===== src/dls_pkg.sv =====
// Shared types and constants of the discrete Laplacian stencil block.
// No dependencies; src files use scoped names, the testbench imports it.
package dls_pkg;

   // Geometry and number formats.
   localparam int MAX_COLS     = 1024;
   localparam int MAX_ROWS     = 1024;
   localparam int SAMPLE_BITS  = 16;
   localparam int COL_BITS     = $clog2(MAX_COLS);
   localparam int ROW_BITS     = $clog2(MAX_ROWS);
   localparam int DIM_BITS     = 11;
   localparam int GAIN_BITS    = 16;
   localparam int VALUE_BITS   = 32;
   localparam int IDX_BITS     = 3;

   // Kernel sum in quarter-LSB units gets six bits of headroom over a sample.
   localparam int KERNEL_BITS  = SAMPLE_BITS + 6;
   localparam int PROD_BITS    = KERNEL_BITS + GAIN_BITS + 1;
   localparam int ROUND_SHIFT  = 10;

   localparam logic [GAIN_BITS-1:0] GAIN_RESET = GAIN_BITS'(256);
   localparam logic [DIM_BITS-1:0]  WIDTH_RESET  = DIM_BITS'(MAX_COLS);
   localparam logic [DIM_BITS-1:0]  HEIGHT_RESET = DIM_BITS'(MAX_ROWS);
   localparam logic [DIM_BITS-1:0]  DIM_MIN      = DIM_BITS'(3);

   // Register indexes of the configuration port.
   typedef enum logic [IDX_BITS-1:0] {
      CSR_KERNEL_MODE  = 3'd0,
      CSR_INV_STEP_SQ  = 3'd1,
      CSR_FRAME_WIDTH  = 3'd2,
      CSR_FRAME_HEIGHT = 3'd3
   } csr_index_type;

   // Kernel selection.
   typedef enum logic {
      KERNEL_FIVE_POINT = 1'b0,
      KERNEL_NINE_POINT = 1'b1
   } kernel_mode_type;

   typedef struct packed {
      logic signed [SAMPLE_BITS-1:0] sample;
      logic                          frame_start;
   } req_word_type;

   typedef struct packed {
      logic signed [VALUE_BITS-1:0] laplace_value;
      logic [COL_BITS-1:0]          col_index;
      logic [ROW_BITS-1:0]          row_index;
      logic                         frame_end;
   } rsp_word_type;

   // Position data that travels with a result through the pipeline.
   typedef struct packed {
      logic [COL_BITS-1:0] col_index;
      logic [ROW_BITS-1:0] row_index;
      logic                frame_end;
   } meta_type;

   // One column of the 3x3 window: top is two rows up, bot is the newest row.
   typedef struct packed {
      logic signed [SAMPLE_BITS-1:0] top;
      logic signed [SAMPLE_BITS-1:0] mid;
      logic signed [SAMPLE_BITS-1:0] bot;
   } column_type;

   // One entry of the line store: the sample two rows up and one row up.
   typedef struct packed {
      logic signed [SAMPLE_BITS-1:0] upper;
      logic signed [SAMPLE_BITS-1:0] middle;
   } line_word_type;

endpackage


===== src/dls_cell.sv =====
// One cell of the window chain: holds a column of three samples.
// Depends on dls_pkg for the column type.
module dls_cell (
   input  logic                clock,
   input  logic                reset,
   input  logic                shift_en,
   input  dls_pkg::column_type load_column,
   output dls_pkg::column_type held_column
);

   dls_pkg::column_type column_ff;
   dls_pkg::column_type column_in;

   // Take the neighbor's column whenever a word moves into the window.
   always_comb begin
      column_in = column_ff;
      if (shift_en) begin
         column_in = load_column;
      end
   end

   always_ff @(posedge clock) begin
      if (reset) begin
         column_ff <= '0;
      end else begin
         column_ff <= column_in;
      end
   end

   assign held_column = column_ff;

endmodule


===== config.mk =====
export PLATFORM = sky130hd
export DESIGN_NAME = dls_cell
export DESIGN_NICKNAME = d
export VERILOG_FILES = /design/src/dls_pkg.sv /design/src/dls_cell.sv
export SDC_FILE = /design/constraint.sdc
export NUM_CORES = 1
export LEC_CHECK = 0
export BUFFER_PORTS_ARGS = -buffer_cell sky130_fd_sc_hd__buf_2
export CAP_MARGIN = 40
export CORE_MARGIN = 2
export CORE_UTILIZATION = 46
export CTS_CLUSTER_SIZE = 30
export DETAILED_ROUTE_END_ITERATION = 10
export PLACE_DENSITY = 0.83
export SLEW_MARGIN = 15
export SYNTH_ARGS = -nofsm -noshare
export SYNTH_HDL_FRONTEND = slang
export SYNTH_SLANG_ARGS = --single-unit

===== constraint.sdc =====
create_clock -name clock -period 2.9 [get_ports clock]
set_clock_uncertainty 0.2 [all_clocks]
set_input_delay 0.145 -clock clock [delete_from_list [all_inputs] [get_ports clock]]
set_output_delay 0.145 -clock clock [all_outputs]
set_load 0.02 [all_outputs]

# Word-level counts from Yosys, hierarchy flattened
# Cells that the tools add are included.
# totals
regBits	48
input_bits	51
output_inout_bits	48

# Logic depth before layout (Yosys ltp)
# logic_depth
depth_word	0
depth_mapped	5
depth_no_buf	2

# Least setup slack after synthesis
# Ideal clock, no wire load.
# synth_timing
kind	in2reg
start	in shift_en
end	reg column_ff, in the netlist held_column[25]
setup_ps	117
t_arrival_ps	703
required_ps	2583
slack_ps	1879
path_stages	5
n_path_buf	3
cell_sequence	buf_6 > buf_12 > buf_12 > mux2i_1 > nor2_1
# synth_rtl
item	line_no	text
start: declaration	dls_cell.sv:6	input logic shift_en,
end signal: assignment	dls_cell.sv:26	column_ff <= column_in;
end: declaration	dls_cell.sv:11	dls_pkg::column_type column_ff;

==> run_results.csv <==
group,metric,value,unit
clock_tree,cts.sinks,48,
global_routing,grt_pass1_vias,1588,
clock_tree,hold_buffers,48,
synth,async_flop_share,0,%
global_routing,grt-ovfl-total,0,
floorplanning,rows,22,
synth,syn_avg_cell_area,11.2,µm²
worst_setup_path,crit_path_max_fanout,25,
global_routing,antenna_found_initial,0,
clock_tree,htreeDepth,2,
pwr,cellPowerDensity,501,nW/µm²
timing,slew_violations,0,
finish,antenna_cells,0,
synth,synth_flop_cell,"dfxtp_1",
detailed_routing,routed_wl,4930,µm
finish,areaGrowthSynthToFinish,59.9,%
synth,synth_cell_types,8,
synth,synth_fa_ha_area_share,0,%
floorplanning,chipHeight,65.3,µm
timing,relSlewSlack,43.8,%
pwr,vdd_ir_drop_max,0.290,mV
detailed_routing,vias,1618,
detailed_routing,dr.pass1.iters,4,
global_routing,grt_max_degree,49,
synth,syn_area,1730,µm²
floorplanning,start_util,47.6,%
place,dp_hpwl,2510,µm
timing,period_needed,1.39,ns
worst_setup_path,slowest_delay,0.55,ns
detailed_routing,first_iter_violations,75,
synth,yosys.area.top_type_share,55.6,%
synth,synthCells,155,
clock_tree,cts-root-buf,"clkbuf_8",
place,dp_cells,291,
synth,synth_compound_area_share,0,%
pwr,leakagePower,1.47,nW
timing,fin_tns_setup,0,ns
synth,synth_xor_area_share,0,%
global_routing,grt_pass1_wl,7490,µm
worst_hold_path,min_path_type,"input pin to register",
floorplanning,fp.coreArea,3630,µm²
clock_tree,cts_tree,"built",
run_status,status,"completed",
worst_setup_path,crit_type,"input pin to register",
synth,yosys.area_share.simple,10.4,%
worst_setup_path,crit_required,2.84,ns
timing,fin_crit_sh,48.0,%
synth,yosysSeqAreaShare,55.6,%
finish,largest_reg_flops,48,
finish,layout.nets,349,
synth,syn-num-nets,206,
timing,tightestPinTransition,0.843,ns
place,gp_congestion,0.723,
synth,synth_top_cell_by_area,"dfxtp_1",
synth,synth.mux.area_fraction,27.8,%
clock_tree,cts_buffer_depth,2,
worst_setup_path,arrival,1.34,ns
synth,synth_edf_count,0,
synth,synth_commonest_cells,"dfxtp_1, mux2i_1, nor2_1",
clock_tree,numCtsBuffers,5,
run,max-cap-violations,0,
clock_tree,cts_setup_buffers,0,
clock_tree,clkSlewWorstSetupHoldPaths,0.09,ns
clock_tree,clock_latency,0.29,ns
finish,drive_gt1_share,35.8,%
worst_setup_path,worst_setup_path_start_kind,"input pin",
place,portBuffers,98,
synth,synth_top_family_by_area,"multiplexers",
detailed_routing,remaining_drc_errors,0,
global_routing,track_usage,23.6,%
worst_setup_path,cp.buffers_inverters,2,
timing,finalHoldViolations,0,
floorplanning,die_area,4270,µm²
timing,finalSetupViolCount,0,
worst_setup_path,critPathSlowestCell,"buf_2",
synth,yosys_warnings,0,
worst_setup_path,cp-end-kind,"register",
detailed_routing,detail_route.vias_per_cell,4.66,
worst_setup_path,path_cells,"buf_2 -> buf_12 -> mux2i_1 -> nor2_1",
detailed_routing,routedWlPerCell,14.2,µm
finish,n_fill_cell,249,
floorplanning,die_w,65.3,µm
worst_setup_path,crit_family,"buffers and inverters",
timing,fmax,718,MHz
timing,rsz0062_at_grt,"no",
clock_tree,cts_resized,0,
synth,synth_seq_cells,48,
finish,layout.cells.non_filler,347,
floorplanning,pin_count,99,
synth,synth_area_leaders,"dfxtp_1, mux2i_1, nor2_1, buf_12, buf_4",
detailed_routing,drt.antenna.violating_nets,0,
## worst register-to-register path, delay by kind of cell, from the launching register on
kind             cells  cell delay, ns
muxes                1            0.17
DFF                  1            0.33
and+or+nand+nor      1            0.08
## kinds of logic (layout without fill, tap and decap cells)
group                  after synthesis  count (layout)
flip-flops                          48              48
buffers and inverters               11             155
AND/OR/NAND/NOR                     48              48
multiplexers                        48              48
## path summary, 6_finish.rpt
path,start,end,slack [ns],depth (start not counted)
hold / removal,reset,held_column[1],0.24,2
setup reg to reg,held_column[45],held_column[45],1.97,2
setup / recovery,shift_en,held_column[45],1.51,4
hold reg to reg,held_column[20],held_column[20],0.29,2
## power by group
part / internal (W) / total, W / leakage, nW / switching (W)
combinational: 0.000133 / 0.000268 / 1.02 / 0.000135
clock: 0.000190 / 0.000400 / 0.0510 / 0.000210
sequential: 0.000698 / 0.000718 / 0.396 / 0.0000200
total: 0.00102 / 0.00139 / 1.47 / 0.000364
## per-layer routing
layer  part of all wire [%]  GRT usage [%]
met1                     38           24.0
met2                     54           44.4
met3                    6.3           8.39
met4                    1.8           7.29
met5                      0              0
## cell usage in the layout (no fill, tap or decap)
cell type and n:
buf_2 98, mux2i_1 48, nor2_1 48, buf_12 1, dfxtp_1 48, clkinv_2 2, dlygate4sd3_1 48, clkbuf_8 6
## stage by stage
stage	setup WS [ns]	total power, W	hold slack [ns]	instance area, µm²	utilization [%]
final	1.51	0.00139	0.243	2770	76.1
after CTS	1.54	0.00138	0.235	2770	76.1
after global routing	1.46	0.00145	0.262	2770	76.1
after detailed placement	1.21	0.000944	0.189	2190	60.3
after floorplan	1.88	0.000869	0.0922	1730	-
after global placement	1.27	0.000938	0.176	2190	60.3
## area by class of cell
cell class	instances	area, µm²	area share (%)
Clock buffer	6	82.6	2.99
Tap cell	48	60.1	2.17
Timing Repair Buffer	147	991	35.8
Multi-Input combinational cell	96	661	23.9
Sequential cell	48	961	34.8
Clock inverter	2	10.0	0.362
Power figures use the tool's default switching activity.
