## config.mk

```make
export PLATFORM = sky130hd
export DESIGN_NAME = dls_kernel
export DESIGN_NICKNAME = d
export VERILOG_FILES = /design/src/dls_pkg.sv /design/src/dls_kernel.sv
export SDC_FILE = /design/constraint.sdc
export NUM_CORES = 1
export LEC_CHECK = 0
export ABC_AREA = 1
export BUFFER_PORTS_ARGS = -buffer_cell sky130_fd_sc_hd__buf_2
export CAP_MARGIN = 20
export CORE_AREA = 3 3 355 182
export DETAILED_ROUTE_END_ITERATION = 10
export DIE_AREA = 0 0 358 185
export PLACE_DENSITY = 0.65
export SLEW_MARGIN = 20
export SYNTH_ARGS = -nofsm -noshare
export SYNTH_HDL_FRONTEND = slang
export SYNTH_SLANG_ARGS = --single-unit
```

## constraint.sdc

```tcl
create_clock -name clock -period 11.37 [get_ports clock]
set_input_delay 1.7055 -clock clock [delete_from_list [all_inputs] [get_ports clock]]
set_output_delay 1.7055 -clock clock [all_outputs]
set_load 0.01 [all_outputs]
```

## src/dls_pkg.sv

```systemverilog
// Shared types and constants of the discrete Laplacian stencil block.
// No dependencies; src files use scoped names, the testbench imports it.
package dls_pkg;

   // Geometry and number formats.
   localparam int MAX_COLS     = 1024;
   localparam int MAX_ROWS     = 1024;
   localparam int SAMPLE_BITS  = 16;
   localparam int COL_BITS     = $clog2(MAX_COLS);
   localparam int ROW_BITS     = $clog2(MAX_ROWS);
   localparam int DIM_BITS     = 11;
   localparam int GAIN_BITS    = 16;
   localparam int VALUE_BITS   = 32;
   localparam int IDX_BITS     = 3;

   // Kernel sum in quarter-LSB units gets six bits of headroom over a sample.
   localparam int KERNEL_BITS  = SAMPLE_BITS + 6;
   localparam int PROD_BITS    = KERNEL_BITS + GAIN_BITS + 1;
   localparam int ROUND_SHIFT  = 10;

   localparam logic [GAIN_BITS-1:0] GAIN_RESET = GAIN_BITS'(256);
   localparam logic [DIM_BITS-1:0]  WIDTH_RESET  = DIM_BITS'(MAX_COLS);
   localparam logic [DIM_BITS-1:0]  HEIGHT_RESET = DIM_BITS'(MAX_ROWS);
   localparam logic [DIM_BITS-1:0]  DIM_MIN      = DIM_BITS'(3);

   // Register indexes of the configuration port.
   typedef enum logic [IDX_BITS-1:0] {
      CSR_KERNEL_MODE  = 3'd0,
      CSR_INV_STEP_SQ  = 3'd1,
      CSR_FRAME_WIDTH  = 3'd2,
      CSR_FRAME_HEIGHT = 3'd3
   } csr_index_type;

   // Kernel selection.
   typedef enum logic {
      KERNEL_FIVE_POINT = 1'b0,
      KERNEL_NINE_POINT = 1'b1
   } kernel_mode_type;

   typedef struct packed {
      logic signed [SAMPLE_BITS-1:0] sample;
      logic                          frame_start;
   } req_word_type;

   typedef struct packed {
      logic signed [VALUE_BITS-1:0] laplace_value;
      logic [COL_BITS-1:0]          col_index;
      logic [ROW_BITS-1:0]          row_index;
      logic                         frame_end;
   } rsp_word_type;

   // Position data that travels with a result through the pipeline.
   typedef struct packed {
      logic [COL_BITS-1:0] col_index;
      logic [ROW_BITS-1:0] row_index;
      logic                frame_end;
   } meta_type;

   // One column of the 3x3 window: top is two rows up, bot is the newest row.
   typedef struct packed {
      logic signed [SAMPLE_BITS-1:0] top;
      logic signed [SAMPLE_BITS-1:0] mid;
      logic signed [SAMPLE_BITS-1:0] bot;
   } column_type;

   // One entry of the line store: the sample two rows up and one row up.
   typedef struct packed {
      logic signed [SAMPLE_BITS-1:0] upper;
      logic signed [SAMPLE_BITS-1:0] middle;
   } line_word_type;

endpackage

```

## src/dls_kernel.sv

```systemverilog
// Kernel arithmetic: sum, gain multiply, round and saturate, output register.
// Depends on dls_pkg for types, widths and kernel codes.
module dls_kernel (
   input  logic                          clock,
   input  logic                          reset,
   input  logic                          in_valid,
   output logic                          in_ready,
   input  dls_pkg::column_type           win_left,
   input  dls_pkg::column_type           win_center,
   input  dls_pkg::column_type           win_right,
   input  dls_pkg::meta_type             in_meta,
   input  dls_pkg::kernel_mode_type      kernel_mode,
   input  logic [dls_pkg::GAIN_BITS-1:0] inv_step_sq,
   output logic                          rsp_valid,
   input  logic                          rsp_ready,
   output dls_pkg::rsp_word_type         rsp_word
);

   localparam int KB = dls_pkg::KERNEL_BITS;
   localparam int PB = dls_pkg::PROD_BITS;
   localparam int VB = dls_pkg::VALUE_BITS;

   logic                 k_v_ff, k_v_in;
   logic signed [KB-1:0] k_ff, k_in;
   dls_pkg::meta_type    k_meta_ff, k_meta_in;
   logic                 p_v_ff, p_v_in;
   logic signed [PB-1:0] p_ff, p_in;
   dls_pkg::meta_type    p_meta_ff, p_meta_in;
   logic                 o_v_ff, o_v_in;
   dls_pkg::rsp_word_type o_word_ff, o_word_in;

   logic                 o_rdy, p_rdy, k_rdy;
   logic signed [KB-1:0] ctr, axial, diag, k_sum;
   logic signed [PB:0]   rounded;
   logic                 fits;
   logic [VB-1:0]        sat_value;

   // Each stage moves when the one after it is empty or emptying.
   assign o_rdy    = !o_v_ff || rsp_ready;
   assign p_rdy    = !p_v_ff || o_rdy;
   assign k_rdy    = !k_v_ff || p_rdy;
   assign in_ready = k_rdy;

   // Kernel sum in quarter-LSB units.
   always_comb begin
      ctr   = KB'(win_center.mid);
      axial = KB'(win_center.top) + KB'(win_center.bot)
            + KB'(win_left.mid) + KB'(win_right.mid);
      diag  = KB'(win_left.top) + KB'(win_right.top)
            + KB'(win_left.bot) + KB'(win_right.bot);
      unique case (kernel_mode)
         dls_pkg::KERNEL_FIVE_POINT: begin
            k_sum = (axial - (ctr <<< 2)) <<< 2;
         end
         dls_pkg::KERNEL_NINE_POINT: begin
            k_sum = (axial <<< 1) + diag - (ctr <<< 3) - (ctr <<< 2);
         end
         default: begin
            k_sum = '0;
         end
      endcase
   end

   // Round half up at the Q28.10 product's point; clamp to the 32-bit range.
   always_comb begin
      rounded   = ((PB + 1)'(p_ff) + (PB + 1)'(1 << (dls_pkg::ROUND_SHIFT - 1)))
                  >>> dls_pkg::ROUND_SHIFT;
      fits      = (rounded[PB:VB-1] == '0) || (rounded[PB:VB-1] == '1);
      sat_value = {rounded[PB], {(VB - 1){~rounded[PB]}}};
   end

   // Next state of the three stages.
   always_comb begin
      k_v_in    = k_v_ff;
      k_in      = k_ff;
      k_meta_in = k_meta_ff;
      p_v_in    = p_v_ff;
      p_in      = p_ff;
      p_meta_in = p_meta_ff;
      o_v_in    = o_v_ff;
      o_word_in = o_word_ff;
      if (k_rdy) begin
         k_v_in    = in_valid;
         k_in      = k_sum;
         k_meta_in = in_meta;
      end
      if (p_rdy) begin
         p_v_in    = k_v_ff;
         p_in      = PB'(k_ff) * PB'($signed({1'b0, inv_step_sq}));
         p_meta_in = k_meta_ff;
      end
      if (o_rdy) begin
         o_v_in                  = p_v_ff;
         o_word_in.laplace_value = fits ? rounded[VB-1:0] : sat_value;
         o_word_in.col_index     = p_meta_ff.col_index;
         o_word_in.row_index     = p_meta_ff.row_index;
         o_word_in.frame_end     = p_meta_ff.frame_end;
      end
   end

   always_ff @(posedge clock) begin
      if (reset) begin
         k_v_ff <= 1'b0;
         p_v_ff <= 1'b0;
         o_v_ff <= 1'b0;
      end else begin
         k_v_ff <= k_v_in;
         p_v_ff <= p_v_in;
         o_v_ff <= o_v_in;
      end
   end

   always_ff @(posedge clock) begin
      k_ff      <= k_in;
      k_meta_ff <= k_meta_in;
      p_ff      <= p_in;
      p_meta_ff <= p_meta_in;
      o_word_ff <= o_word_in;
   end

   assign rsp_valid = o_v_ff;
   assign rsp_word  = o_word_ff;

endmodule

```

# [Word level (Yosys, flattened, before mapping)]
# Index checks and enable logic that the tools add are counted.
[totals] output_inout_bits=55 reg_bits=159 inputBits=186
[op_classes] n_mux=2 n_bitwise=2 add_sub_neg=11 n_mul=1 n_eq_ne=1 n_reduce_logical=8
[op_table] cell="one-hot mux 22 bit (2 select lines)" count=1
[op_table] cell="adder 39 x 11 -> 40 bit (second input constant)" count=1
[op_table] cell="multiplier 22 x 17 -> 39 bit" count=1
[op_table] cell="adder 18 x 16 -> 19 bit" count=2
[op_table] cell="adder 17 x 16 -> 18 bit" count=2
[op_table] cell="adder 16 x 16 -> 17 bit" count=2
[op_table] cell="two-way mux 31 bit" count=1
[op_table] cell="subtractor 21 x 19 -> 22 bit" count=1
[op_table] cell="subtractor 22 x 18 -> 22 bit" count=1
[op_table] cell="adder 20 x 19 -> 21 bit" count=1
[op_table] cell="subtractor 19 x 18 -> 20 bit" count=1
[op_table] cell="== test 9 bit (second input constant)" count=1
[op_table] cell="logical NOT 9 bit" count=1
[op_table] cell="logical OR 1 bit" count=4
[op_table] cell="logical NOT 1 bit" count=3
[op_table] cell="inverter 1 bit" count=2

# [Longest topological paths before layout]
[logic_depth] word_depth=7 mapped_depth=28 ltp_nobuf=28

# [Worst setup path after synthesis]
# Ideal clock, no wire load.
[synth_path] path_kind="in2reg" start="input port inv_step_sq[3] (netlist name)" end="register p_ff[38], data pin" t_arrival_ns=6.655 path_buffers=1 setup_ns=0.260 path_stages=21 setup_slack_ns=4.456 required_ns=11.110 path_cell_list="clkbuf_1 nand2_1 fa_1 fa_1 inv_1 fa_1 fa_1 fa_1 inv_1 fa_1 inv_1 ha_1 nand2_1 nor2_1 inv_2 nor2_1 inv_1 nor3_1 nand4_1 nand3_1 xnor2_1"
[synth_between] elab_chain_cells=1
[synth_rtl] element="from (decl)" line_no="dls_kernel.sv:13" text="input logic [dls_pkg::GAIN_BITS-1:0] inv_step_sq,"
[synth_rtl] element="multiplier 22 x 17 -> 39 bit" line_no="dls_kernel.sv:89" text="p_in = PB'(k_ff) * PB'($signed({1'b0, inv_step_sq}));"
[synth_rtl] element="to (signal assigned)" line_no="dls_kernel.sv:116" text="p_ff <= p_in;"
[synth_rtl] element="to (decl)" line_no="dls_kernel.sv:27" text="logic signed [PB-1:0] p_ff, p_in;"
# Every way passes these cells.
# A chain may end at the register's enable or synchronous reset.

# [Final worst setup path]
[layout_path] start="input port inv_step_sq[2] (netlist name)" end="register p_ff[38], data pin"
# The elaborated chain is that of the path after synthesis.

==> impl_results.md <==
* Status: finished, final reports clean
* Initial core utilization at 0.402
* Fmax at 141 MHz
* Fillers at 6024
* Worst Setup End Kind: register
* Hold-fix buffers, CTS at 0
* First-pass DRT Iterations at 6
* Placer congestion estimate at 0.886
* Final core utilization at 0.444
* Max Cap Viol at 0
* CP dominant cell by count: fa_1
* Mapped cell area at 0.0246 sq mm
* Netlist cell types at 43
* Hold wc startpoint: k_meta_ff[14]
* Via density at 4.67
* Seq/Total Area, Yosys at 0.179
* Area leader, netlist: fa_1
* Clk_skew at 16.4 ps
* Gate Count Post-Synth at 2839
* Antenna viol nets, final at 0
* Share of layout cells above drive strength 1 at 0.0989
* Die width at 358 um
* Synth-to-layout area growth at 10.4%
* CP max-delay cell: fa_1
* Num rows at 64
* Time the worst path needs with I/O delays and setup at 7070 ps
* Total GRT Usage at 0.185
* Worst reg-to-reg path cell count at 20
* H-tree levels at 4
* Hold EP: p_meta_ff[14]
* RSZ-0062 raised after global routing: false
* Critical path required time at 11550 ps
* Reg-to-reg startpoint: k_ff[21]
* Synth Register Bits at 148
* CTS Buffer Depth at 2
* Total Die Area at 0.0662 sq mm
* Critical path launch point: inv_step_sq[2]
* Synth warn at 0
* WL final at 59100 um
* CTS clk-pin slew, worst paths at 80 ps
* Initial antenna violation count at 1
* Global-route wire length before repair at 97800 um
* Core Area at 0.0612 sq mm
* Period utilisation layout at 0.622
* CTS sink cnt at 148
* Slew headroom at 0.422
* Hold Path Depth at 0
* Fin. max-slew vios at 0
* CTS buffer count at 17
* Delay of the slowest critical-path stage at 790 ps
* Drt wl/cell at 15.3 um
* IO buf count at 240
* Hold Slack at 405 ps
* Post-CTS Resized at 0
* Crit-path cells: buf_2 -> nand2_1 -> fa_1 -> fa_1 -> inv_1 -> fa_1 -> fa_1 -> fa_1 -> inv_1 -> fa_1 -> inv_1 -> ha_1 -> nand2_1 -> nor2_1 -> inv_2 -> nor2_1 -> inv_1 -> nor3_1 -> nand4_1 -> nand3_1 -> xnor2_1
* Antenna Cells at 0
* Final instance area at 0.0272 sq mm
* FF-to-FF setup slack at 5070 ps
* Post-route DRC at 0
* Setup TNS at 0 ps
* CP Max Fanout at 22
* Post-Syn Area per Cell at 8.67 sq um
* CTS tree: built
* Final Hold Fails at 0
* Chip Height at 185 um
* Ranking of synthesized cells by area: fa_1 (38%), edfxtp_1 (18%), inv_1 (13%)
* Clk Latency, worst-skew pair at 450 ps
* DR vias at 18000
* WP data arrival at 7260 ps
* Largest net degree at the start of global routing at 54
* Total grt overflow at 0
* Slew @ Worst Pin at 866 ps
* Worst Setup Path Type: input pin to register
* Startpoint types: input pin
* Initial DRC count at 1156
* Share of the synthesized area in the top cell type at 0.382
* Setup bufs post-CTS at 0
* Fin nets at 3830
* Ports at 241
* Setup violations, final at 0
* Hold/Removal Path Class: register to register
* Post-DP HPWL at 50500 um
* R2r endpoint: p_ff[38]
* Placed Area at 0.0266 sq mm
* Mapped Nets at 3649
* Vias in the first global route at 19400
* Root Driver: clkbuf_16
[final cells by class]
class	instances	area, sq um	share of cell area
multi-input combinational	1769	16700	0.616
sequential	148	4410	0.162
inverter	842	3160	0.116
timing repair buffer	242	1220	0.0448
tap	825	1030	0.0380
clock buffer	17	425	0.0157
clock inverter	15	185	0.00681
[layout by cell type (no fill, tap or decap), types with 3 or more instances in the layout]
master	count
a21boi_0	4
a21boi_1	5
a21o_1	9
a21oi_1	119
a31oi_1	13
buf_2	240
clkbuf_16	17
clkinv_8	4
dfxtp_1	3
edfxtp_1	145
fa_1	470
ha_1	154
inv_1	838
inv_2	3
inv_6	5
nand2_1	600
nand3_1	53
nand4_1	18
nor2_1	103
nor2_4	3
nor3_1	15
nor3_2	3
nor4_1	5
o21ai_0	66
o21ai_1	13
o21bai_1	8
o31ai_1	3
xnor2_1	31
xor2_1	50
[synth_stat cells (all sizes together)]
cell and n:
fa 470, o21bai 8, clkbuf 71, ha 154, o21ai 81, a21boi 9, a21o 9, nand4 21
dfxtp 3, o221a 1, a31oi 13, a211o 1, inv 842, xor2 50, and3 2, o31ai 3
nor2 107, or2 3, edfxtp 145, buf 9, o21a 2, nor4 6, nand2 604, o311ai 1
and2 1, nand3 55, xnor2 31, a21oi 119, nor3 18
[flip-flops by register name, summed over array words and instances, names as in the netlist]
register   cells
k_ff          22
p_v_ff         1
k_v_ff         1
p_meta_ff     21
p_ff          30
rsp_word      51
k_meta_ff     21
rsp_valid      1
[stage by stage]
| stage | cells | worst slack, ps |
|---|---|---|
| after floorplan | 2839 | 4460 |
| after global placement | 3826 | 3890 |
| after detailed placement | 3826 | 3800 |
| after CTS | 3858 | 4270 |
| after global routing | 3858 | 3850 |
| final | 3858 | 4300 |
[how the worst max path moves through the flow]
stage	end	slack [ps]
after floorplan	p_ff[38]	4460
after global placement	p_ff[32]	3890
after detailed placement	p_ff[38]	3800
after CTS	p_ff[38]	4270
after global routing	p_ff[38]	3850
final	p_ff[38]	4300
[metal layers]
metal | wire length [um] | track usage
met4 | 546 | 0.0276
met3 | 3940 | 0.0385
met5 | 13 | 0
met1 | 26900 | 0.256
met2 | 27800 | 0.307
[kinds of logic (layout without fill, tap and decap cells)]
family	Yosys count	after routing	share of synthesized area
buf+inv	922	1116	0.141
simple gates	817	817	0.136
flops	148	148	0.179
compound gates	247	247	0.0549
xor+xnor	81	81	0.0288
fa+ha+maj	624	624	0.460
[worst max-delay path, delay by kind of cell]
kind / cells / cell delay, ps
buffers and inverters: 6 / 850
and+or+nand+nor: 7 / 1010
xor gates and xnor gates: 1 / 80
adders and majority gates: 7 / 3600
Power is not shown: default switching activity piles up to over one toggle a cycle in this logic, so the estimate is an artifact.
